## config.mk

```make
export PLATFORM = sky130hd
export DESIGN_NAME = tiepoint_deviation_outlier_filter
export DESIGN_NICKNAME = d
export VERILOG_FILES = /design/src/hdl/tdof_pkg.sv /design/src/hdl/tiepoint_deviation_outlier_filter.sv
export SDC_FILE = /design/constraint.sdc
export NUM_CORES = 2
export LEC_CHECK = 0
export BUFFER_PORTS_ARGS = -buffer_cell sky130_fd_sc_hd__buf_2
export CAP_MARGIN = 0
export CORE_UTILIZATION = 55
export CTS_CLUSTER_SIZE = 40
export DETAILED_ROUTE_END_ITERATION = 7
export PLACE_DENSITY = 0.71
export SLEW_MARGIN = 20
export SYNTH_ARGS = -nofsm -noshare
export SYNTH_HDL_FRONTEND = slang
export SYNTH_SLANG_ARGS = --single-unit
```

## constraint.sdc

```tcl
create_clock -name i_clk -period 8.6 [get_ports i_clk]
set_input_delay 1.29 -clock i_clk [delete_from_list [all_inputs] [get_ports i_clk]]
set_output_delay 1.29 -clock i_clk [all_outputs]
set_load 0.02 [all_outputs]
```

## src/hdl/tdof_pkg.sv

```systemverilog
`timescale 1ns / 1ps
// Types and fixed constants for the tie-point deviation outlier filter.
// No dependencies; imported by tiepoint_deviation_outlier_filter.
package tdof_pkg;

    localparam int RATIO_W   = 23;
    localparam int DIV_STEPS = 23;
    localparam int CFG_W     = 16;
    localparam int PADDR_W   = 4;
    localparam int PDATA_W   = 32;

    localparam logic [RATIO_W-1:0] RATIO_SAT = {RATIO_W{1'b1}};
    localparam logic [RATIO_W-1:0] MIN_RESET = 23'd2559744;   // 9999.0 in Q15.8

    localparam logic [CFG_W-1:0] CORR_FLOOR_RST   = 16'd327;
    localparam logic [CFG_W-1:0] SPREAD_FRAC_RST  = 16'd19661;
    localparam logic [CFG_W-1:0] THR_FLOOR_RST    = 16'd256;

    localparam logic [1:0] REG_CORR_FLOOR  = 2'd0;
    localparam logic [1:0] REG_SPREAD_FRAC = 2'd1;
    localparam logic [1:0] REG_THR_FLOOR   = 2'd2;

    typedef struct packed {
        logic [15:0] correlation_q;
        logic [15:0] deviation_q;
        logic        last_point;
    } t_point;

    typedef struct packed {
        logic [5:0] point_index;
        logic       kept_valid;
        logic       run_end;
        logic [6:0] kept_total;
        logic       set_changed;
    } t_result;

endpackage

```

## src/hdl/tiepoint_deviation_outlier_filter.sv

```systemverilog
`timescale 1ns / 1ps
// Tie-point deviation outlier filter, top level.
// Depends on tdof_pkg for payload types, register codes and constants.
//
// Usage:
//   Input channel (i_in_valid / o_in_ready / i_in_data) takes one tie point
//   per transfer. Each point is a correlation (Q1.15), a deviation (Q8.8)
//   and a last_point flag. o_in_ready is high only while the sequencer idles.
//   A qualifying point runs a radix-2 restoring divider for its Q15.8 ratio
//   (accept, 23 divider steps and a store); a non-qualifying or saturating
//   point goes straight to the store, and a dropped point is not stored.
//   After the last point the threshold is formed (multiply, then add), one scan
//   over the loaded points counts kept points, then a second emits them, both
//   scans bound by the single registered read port of the ratio memory.
//   Output channel (o_out_valid / i_out_ready / o_out_data) carries one
//   transfer per kept point, or one with kept_valid low when none is kept.
//   A stalled receiver holds the output register and pauses the emit scan.
//   Reset clears the registers to defaults and starts an empty run; the
//   ratio memory needs no clearing. APB writes are meant for idle periods.
module tiepoint_deviation_outlier_filter
    import tdof_pkg::*;
#(
    parameter int MAX_POINTS = 64
) (
    input  logic               i_clk,
    input  logic               i_rst_n,
    input  logic               i_in_valid,
    output logic               o_in_ready,
    input  t_point             i_in_data,
    output logic               o_out_valid,
    input  logic               i_out_ready,
    output t_result            o_out_data,
    input  logic               psel,
    input  logic               penable,
    input  logic               pwrite,
    input  logic [PADDR_W-1:0] paddr,
    input  logic [PDATA_W-1:0] pwdata,
    output logic [PDATA_W-1:0] prdata,
    output logic               pready
);

    localparam int CW = $clog2(MAX_POINTS + 1);
    localparam int AW = $clog2(MAX_POINTS);
    localparam int SW = 5;
    localparam int PW = RATIO_W + CFG_W;

    localparam logic [3:0] S_IDLE      = 4'd0;
    localparam logic [3:0] S_DIV       = 4'd1;
    localparam logic [3:0] S_STORE     = 4'd2;
    localparam logic [3:0] S_THR_MUL   = 4'd3;
    localparam logic [3:0] S_THR_ADD   = 4'd4;
    localparam logic [3:0] S_CNT_RD    = 4'd5;
    localparam logic [3:0] S_CNT_CHK   = 4'd6;
    localparam logic [3:0] S_CNT_END   = 4'd7;
    localparam logic [3:0] S_EMIT_NONE = 4'd8;
    localparam logic [3:0] S_EMIT_RD   = 4'd9;
    localparam logic [3:0] S_EMIT_CHK  = 4'd10;
    localparam logic [3:0] S_CLEAR     = 4'd11;

    logic [CFG_W-1:0]   r_corr_floor;
    logic [CFG_W-1:0]   r_spread_frac;
    logic [CFG_W-1:0]   r_thr_floor;

    logic [3:0]         r_state;
    logic               r_q;
    logic               r_last;
    logic [15:0]        r_div;
    logic [15:0]        r_rem;
    logic [DIV_STEPS-1:0] r_dbits;
    logic [RATIO_W-1:0] r_quo;
    logic [SW-1:0]      r_step;
    logic [RATIO_W-1:0] r_min;
    logic [RATIO_W-1:0] r_max;
    logic [CW-1:0]      r_loaded;
    logic [PW-1:0]      r_prod;
    logic [RATIO_W:0]   r_thr;
    logic [CW-1:0]      r_idx;
    logic [CW-1:0]      r_n;
    logic [CW-1:0]      r_k;
    logic               r_changed;
    logic               r_out_valid;
    t_result            r_out;

    logic [RATIO_W:0]   r_mem [MAX_POINTS];
    logic [RATIO_W:0]   r_rd_data;

    logic               cfg_wr;
    logic               in_xfer;
    logic               slot_free;
    logic               out_load;
    t_result            n_out;
    logic               acc_q;
    logic               acc_sat;
    logic [16:0]        trial;
    logic               trial_ge;
    logic               rd_kept;
    logic [RATIO_W-1:0] spread;
    logic [RATIO_W:0]   thr_sum;

    assign pready      = 1'b1;
    assign cfg_wr      = psel & penable & pwrite;
    assign o_in_ready  = (r_state == S_IDLE);
    assign in_xfer     = i_in_valid & o_in_ready;
    assign slot_free   = ~r_out_valid | i_out_ready;
    assign o_out_valid = r_out_valid;
    assign o_out_data  = r_out;

    assign acc_q    = i_in_data.correlation_q > r_corr_floor;
    assign acc_sat  = {8'd0, i_in_data.deviation_q} >= {i_in_data.correlation_q, 8'd0};
    assign trial    = {r_rem, r_dbits[DIV_STEPS-1]};
    assign trial_ge = trial >= {1'b0, r_div};
    assign rd_kept  = r_rd_data[RATIO_W] & ({1'b0, r_rd_data[RATIO_W-1:0]} <= r_thr);
    assign spread   = r_max - r_min;
    assign thr_sum  = {1'b0, r_min} + {1'b0, r_prod[PW-1:CFG_W]};

    always_comb begin
        prdata = '0;
        unique case (paddr[3:2])
            REG_CORR_FLOOR:  prdata = {{(PDATA_W-CFG_W){1'b0}}, r_corr_floor};
            REG_SPREAD_FRAC: prdata = {{(PDATA_W-CFG_W){1'b0}}, r_spread_frac};
            REG_THR_FLOOR:   prdata = {{(PDATA_W-CFG_W){1'b0}}, r_thr_floor};
            default:         prdata = '0;
        endcase
    end

    always_ff @(posedge i_clk) begin
        if (!i_rst_n) begin
            r_corr_floor  <= CORR_FLOOR_RST;
            r_spread_frac <= SPREAD_FRAC_RST;
            r_thr_floor   <= THR_FLOOR_RST;
        end else if (cfg_wr) begin
            unique case (paddr[3:2])
                REG_CORR_FLOOR:  r_corr_floor  <= pwdata[CFG_W-1:0];
                REG_SPREAD_FRAC: r_spread_frac <= pwdata[CFG_W-1:0];
                REG_THR_FLOOR:   r_thr_floor   <= pwdata[CFG_W-1:0];
                default: ;
            endcase
        end
    end

    // ratio memory: write in the store state, registered read at scan index
    always_ff @(posedge i_clk) begin
        if (r_state == S_STORE)
            r_mem[r_loaded[AW-1:0]] <= {r_q, r_quo};
        r_rd_data <= r_mem[r_idx[AW-1:0]];
    end

    always_comb begin
        out_load = 1'b0;
        n_out    = '0;
        if (r_state == S_EMIT_NONE && slot_free) begin
            out_load          = 1'b1;
            n_out.run_end     = 1'b1;
            n_out.set_changed = r_changed;
        end else if (r_state == S_EMIT_CHK && rd_kept && slot_free) begin
            out_load          = 1'b1;
            n_out.point_index = 6'(r_idx);
            n_out.kept_valid  = 1'b1;
            n_out.run_end     = (r_k + 1'b1) == r_n;
            n_out.kept_total  = 7'(r_n);
            n_out.set_changed = r_changed;
        end
    end

    always_ff @(posedge i_clk) begin
        if (!i_rst_n) begin
            r_out_valid <= 1'b0;
        end else if (out_load) begin
            r_out_valid <= 1'b1;
        end else if (i_out_ready) begin
            r_out_valid <= 1'b0;
        end
    end

    always_ff @(posedge i_clk) begin
        if (out_load)
            r_out <= n_out;
    end

    always_ff @(posedge i_clk) begin
        if (!i_rst_n) begin
            r_state  <= S_IDLE;
            r_min    <= MIN_RESET;
            r_max    <= '0;
            r_loaded <= '0;
            r_idx    <= '0;
            r_n      <= '0;
            r_k      <= '0;
        end else begin
            unique case (r_state)
                S_IDLE: begin
                    if (in_xfer) begin
                        r_q    <= acc_q;
                        r_last <= i_in_data.last_point;
                        r_div  <= i_in_data.correlation_q;
                        r_rem  <= {8'd0, i_in_data.deviation_q[15:8]};
                        r_dbits <= {i_in_data.deviation_q[7:0], 15'd0};
                        r_step <= SW'(DIV_STEPS - 1);
                        if (r_loaded >= CW'(MAX_POINTS)) begin
                            if (i_in_data.last_point)
                                r_state <= S_THR_MUL;
                        end else if (!acc_q) begin
                            r_quo   <= '0;
                            r_state <= S_STORE;
                        end else if (acc_sat) begin
                            r_quo   <= RATIO_SAT;
                            r_state <= S_STORE;
                        end else begin
                            r_state <= S_DIV;
                        end
                    end
                end
                S_DIV: begin
                    r_rem   <= trial_ge ? 16'(trial - {1'b0, r_div}) : trial[15:0];
                    r_quo   <= {r_quo[RATIO_W-2:0], trial_ge};
                    r_dbits <= {r_dbits[DIV_STEPS-2:0], 1'b0};
                    r_step  <= r_step - 1'b1;
                    if (r_step == '0)
                        r_state <= S_STORE;
                end
                S_STORE: begin
                    if (r_q) begin
                        if (r_quo < r_min)
                            r_min <= r_quo;
                        if (r_quo > r_max)
                            r_max <= r_quo;
                    end
                    r_loaded <= r_loaded + 1'b1;
                    r_state  <= r_last ? S_THR_MUL : S_IDLE;
                end
                S_THR_MUL: begin
                    r_prod  <= PW'(spread * r_spread_frac);
                    r_state <= S_THR_ADD;
                end
                S_THR_ADD: begin
                    // spread is only meaningful with a qualifying point
                    r_thr   <= (thr_sum <= {8'd0, r_thr_floor}) ?
                               {8'd0, r_thr_floor} : thr_sum;
                    r_idx   <= '0;
                    r_n     <= '0;
                    r_state <= S_CNT_RD;
                end
                S_CNT_RD: begin
                    r_state <= (r_idx == r_loaded) ? S_CNT_END : S_CNT_CHK;
                end
                S_CNT_CHK: begin
                    if (rd_kept)
                        r_n <= r_n + 1'b1;
                    r_idx   <= r_idx + 1'b1;
                    r_state <= S_CNT_RD;
                end
                S_CNT_END: begin
                    r_changed <= r_n != r_loaded;
                    r_idx     <= '0;
                    r_k       <= '0;
                    r_state   <= (r_n == '0) ? S_EMIT_NONE : S_EMIT_RD;
                end
                S_EMIT_NONE: begin
                    if (slot_free)
                        r_state <= S_CLEAR;
                end
                S_EMIT_RD: begin
                    r_state <= (r_idx == r_loaded) ? S_CLEAR : S_EMIT_CHK;
                end
                S_EMIT_CHK: begin
                    if (!rd_kept) begin
                        r_idx   <= r_idx + 1'b1;
                        r_state <= S_EMIT_RD;
                    end else if (slot_free) begin
                        r_k     <= r_k + 1'b1;
                        r_idx   <= r_idx + 1'b1;
                        r_state <= S_EMIT_RD;
                    end
                end
                S_CLEAR: begin
                    r_min    <= MIN_RESET;
                    r_max    <= '0;
                    r_loaded <= '0;
                    r_state  <= S_IDLE;
                end
                default: begin
                    r_state <= S_IDLE;
                end
            endcase
        end
    end

endmodule

```

# --- Yosys cells after proc, flatten, opt, wreduce, memory -nomap -nowiden ---
# Memories as Yosys holds them, arrays and structs flattened. A register that Yosys moved wholly into a read port is not among the register bits.
# Index checks and enable logic that the tools add are counted.
word_totals:
  register_bits: 292
  mem_bits_rw: 1536
  input_bits: 76
  output_inout_bits: 51
  word_cells: 163
  n_memories: 1
mem_list:
  columns: ["memory", "depth", "width", "rd", "rd_clocked_by_memory_dff", "wr", "line_no", "source"]
  rows:
  - ["r_mem", 64, 24, 1, 1, 1, "tiepoint_deviation_outlier_filter.sv:84", "logic [RATIO_W:0] r_mem [MAX_POINTS];"]
op_classes:
  n_addsub: 8
  n_mul: 1
  n_lt_le_gt_ge: 8
  n_eq_ne: 29
  n_mux: 51
  bitwise_logic: 7
  n_reduce_logical: 31
ops:
  columns: ["op", "count"]
  rows:
  - ["$mux W23", 9]
  - ["$pmux W23 S2", 4]
  - ["$mux W16", 3]
  - ["$pmux W16 S3", 1]
  - ["$pmux W7 S2", 3]
  - ["$pmux W4 S10", 1]
  - ["$mul A23 B16 Y39", 1]
  - ["$mux W7", 5]
  - ["$pmux W16 S2", 1]
  - ["$add A7 B1 Y7 const B", 4]
  - ["$mux W4", 7]
  - ["$add A23 B23 Y24", 1]
  - ["$ge A16 B24 Y1", 1]
  - ["$le A23 B24 Y1", 1]
  - ["$le A24 B16 Y1", 1]
  - ["$gt A23 B23 Y1", 1]
  - ["$lt A23 B23 Y1", 1]
  - ["$sub A23 B23 Y23", 1]
  - ["$pmux W7 S3", 1]
  - ["$ge A17 B16 Y1", 1]
  - ["$eq A4 B3 Y1 const B", 4]
  - ["$eq A4 B4 Y1 const B", 4]
  - ["$gt A16 B16 Y1", 1]
  - ["$reduce_and A2 Y1", 8]
  - ["other kinds (31)", 70]

# --- Depth between registers and ports, before layout ---
logic_depth:
  word_depth: 7
  mapped_depth: 34
  depth_no_buf: 34

# --- Worst setup path after synthesis ---
# No wires, ideal clock.
synth_path:
  path_kind: "register -> register"
  start: "reg r_min[2]"
  end: "reg r_prod[25] (data pin)"
  setup_time_ns: 0.265
  arrival_ns: 7.659
  required_time_ns: 8.335
  path_slack_ns: 0.676
  stages_incl_launch_ff: 31
  n_path_buf: 1
  period_less_slack_ns: 7.924
  cell_sequence: "dfxtp_1 inv_1 ha_1 nor2b_1 o21ai_0 a21boi_0 o21ai_0 a21boi_0 o21a_1 o21a_1 o311ai_0 clkbuf_1 nand2_1 fa_1 fa_1 inv_1 fa_1 inv_1 fa_1 fa_1 fa_1 inv_1 ha_1 a21o_1 a21oi_1 a21oi_1 o32a_1 a21o_1 a21oi_1 o21ai_0 xor2_1"
synth_via:
  elab_chain_len: 2
synth_lines:
  columns: ["item", "line_no", "source"]
  rows:
  - ["from (decl)", "tiepoint_deviation_outlier_filter.sv:72", "logic [RATIO_W-1:0] r_min;"]
  - ["from (signal assigned)", "tiepoint_deviation_outlier_filter.sv:224", "r_min <= r_quo;"]
  - ["$sub A23 B23 Y23", "tiepoint_deviation_outlier_filter.sv:113", "assign spread = r_max - r_min;"]
  - ["$mul A23 B16 Y39", "tiepoint_deviation_outlier_filter.sv:232", "r_prod <= PW'(spread * r_spread_frac);"]
  - ["to (signal assigned)", "tiepoint_deviation_outlier_filter.sv:232", null]
  - ["to (decl)", "tiepoint_deviation_outlier_filter.sv:75", "logic [PW-1:0] r_prod;"]
# No other way between the ends.
# A chain may end at the register's enable or synchronous reset.

# --- Worst setup path in the final report ---
layout_path:
  start: "reg r_min[1]"
  end: "reg r_prod[25] (data pin)"
# Same word-level chain as after synthesis.

==> metrics.txt <==
Max Cap Violations 0; area of the die 160000 um^2; Clock transition at path regs around 0.06 ns; Design Power 42.0 mW; drt pass-1 iters 5; Post-CTS Setup Inserts 0; Power Dens Cells 435 nW/um^2; Tmin final 8.23 ns; root buf cell clkbuf_16; Fin. Hold Viols 0; Final Skew 0.0353 ns; nets@finish a little over 6k; critical path launch point type flip-flop; WHS Path Cells 2; Yosys reg bits about 1.8k; initial antenna violation count 16; largest net degree at the start of global routing 147; final setup vio count 0; relative slew slack 20.7%; main area contributors after synthesis edfxtp_1, mux4_2, fa_1, ha_1, dfxtp_1; CP most frequent cell fa_1; WL per Instance ~28 um; Min-Delay Path Class flip-flop to flip-flop; ys async rst share 0%; Final ANT Viol Nets 0; htree depth 4; layout cells sized above 1 between 10% and 20%; final non-filler cell total 7755; total global-route track usage 27.3%; ys flop type edfxtp_1; status finished, final reports clean; most frequent cells in the layout edfxtp_1, mux4_2, inv_1; maximum fanout along the worst path 16; CTS Sinks 1821; type of destination of the critical path flip-flop; worst slew pin tran between 1 and 1.5 ns; # port buffers 91; final slew viol count 0; worst path arrival time 8.76 ns; Util after Layout 61.7%; YS warnings 0; leading area contributor after synthesis edfxtp_1; Distinct cells, synth 76; Synth Instances ~5.4k; Setup CP Type flip-flop to flip-flop; Initial Utilization 55.5%; Static Leakage between 30 and 40 nW; Yosys top cell area share 57.7%; Die Wd about 400 um; HPWL after detailed placement 129 mm; Num CTS Buffers 175; Die Ht 400 um; crit share post-route 95.6%; Hold Crit Start r_spread_frac[1]; Clock Tree Buf Depth 3; Max Freq 122 MHz; Crit-path slowest cell fa_1; final wirelength around 210 mm; Placed Cells 7426; crit-path max cell delay 0.56 ns; placer's final routability congestion estimate 0.869; Fillers 11.1k; number of synthesized flops with an enable pin 1670; worst flop-to-flop path endpoint r_prod[25]; vias in the first global route a little under 50k; Max IR drop VDD 0.00246 V; vias per cell between 6 and 7; Remaining Overflow, GRT 0; flop2flop setup slack 0.37 ns; hold_buf cts 0; Synth Area per Inst ~16 um^2; CTS tree built; Skew-Pair Late Insertion Delay 0.81 ns; Area growth syn-to-layout 11.0%; post-CTS resize count 4; post-synthesis sequential area ratio 61.1%; via count 48.6k; most common cell after layout, fill and taps aside edfxtp_1; DRT iter0 DRCs 5361; first-pass GRT wire length 316 mm; Worst R2R Start r_min[1]; row cnt 145; core box area 157000 um^2; setup TNS 0 ns; I/O pin total 127; Hold EP r_spread_frac[1]; worst r2r path cells 30; DRC viols 0; CP required 9.14 ns; Mapped Area 87000 um^2
worst max path at each step:
stage,from,endpoint,slack [ns],depth (start not counted)
final,r_min[1],r_prod[25],0.37,30
after global routing,r_min[1],r_prod[38],-0.007,31
after CTS,r_max[0],r_prod[33],0.1,33
after detailed placement,r_min[2],r_prod[38],-0.19,31
after global placement,r_max[0],r_prod[38],-0.04,33
after floorplan,r_min[2],r_prod[25],0.68,30
cells by family after synthesis:
group / count (synthesis) / synth area share (%)
adders and majority gates: 578 / 10.9
muxes: 565 / 13.8
xor gates and xnor gates: 91 / 0.917
other: 2 / 0.00864
DFF: 1821 / 61.1
AOI/OAI and AO/OA: 488 / 3.67
and+or+nand+nor: 1103 / 6.18
buffers and inverters: 763 / 3.38
Yosys cell counts (32+ instances only):
cell type,n
nor2_1,173
nand2b_1,67
a21o_1,86
xnor2_1,49
clkbuf_1,206
ha_1,284
nand3_1,100
o21ai_0,95
nand2_1,398
edfxtp_1,1670
mux4_2,504
nor2b_1,57
fa_1,294
dfxtp_1,151
nand4_1,38
inv_1,484
a21oi_1,147
nor3_1,32
buf_1,51
and2_1,138
xor2_1,42
mux2i_1,34
sequential cells by signal, indices dropped and copies added, names as in the netlist, 23 cells and up:
register,cells
r_mem,1536
r_rd_data,24
r_thr,24
r_max,23
r_min,23
r_prod,23
r_quo,23
critical path: cells and delay by family, from the launching register on:
| family | cells | cell delay [ns] |
|---|---|---|
| compound gates | 14 | 3.06 |
| xor+xnor | 1 | 0.16 |
| fa+ha+maj | 8 | 3.65 |
| buf+inv | 5 | 0.49 |
| flops | 1 | 0.34 |
| simple gates | 2 | 0.26 |
where the power goes:
group / internal, mW / switching (mW) / leakage [nW] / total, mW
Sequential: 11.4 / 0.166 / 16.2 / 11.5
Clock: 4.42 / 3.33 / 2.79 / 7.75
Combinational: 9.71 / 13.0 / 14.6 / 22.7
Total: 25.5 / 16.5 / 33.6 / 42.0
through the flow:
step	hold WS [ns]	setup slack (ns)	instance area, um^2
final	0.454	0.375	96500
after global routing	0.495	-0.00720	96500
after CTS	0.456	0.0955	96300
after detailed placement	0.449	-0.190	90500
after global placement	0.442	-0.0433	90500
after floorplan	0.449	0.676	87000
metal layers:
metal / up-vias / GRT usage [%] / routed length (um) / part of all wire, %
met4: 12 / 8.94 / 6710 / 3.1
li1: 20564 / - / - / -
met5: - / 0 / 89 / 0.041
met1: 25461 / 38.3 / 84900 / 40
met3: 362 / 5.03 / 19700 / 9.2
met2: 2244 / 43.4 / 103000 / 48
layout make-up:
cell class	instances	area [um^2]	area share, %
flip-flops and latches	1821	53200	55.1
clock inverters	105	1080	1.12
well taps	2058	2570	2.67
multi-input cells	2842	31500	32.6
diodes	3	7.51	0.00778
inverters	485	1820	1.89
repair buffers	225	1700	1.76
clock buffers	216	4680	4.85
No activity file was read; power rests on OpenSTA's default activity.
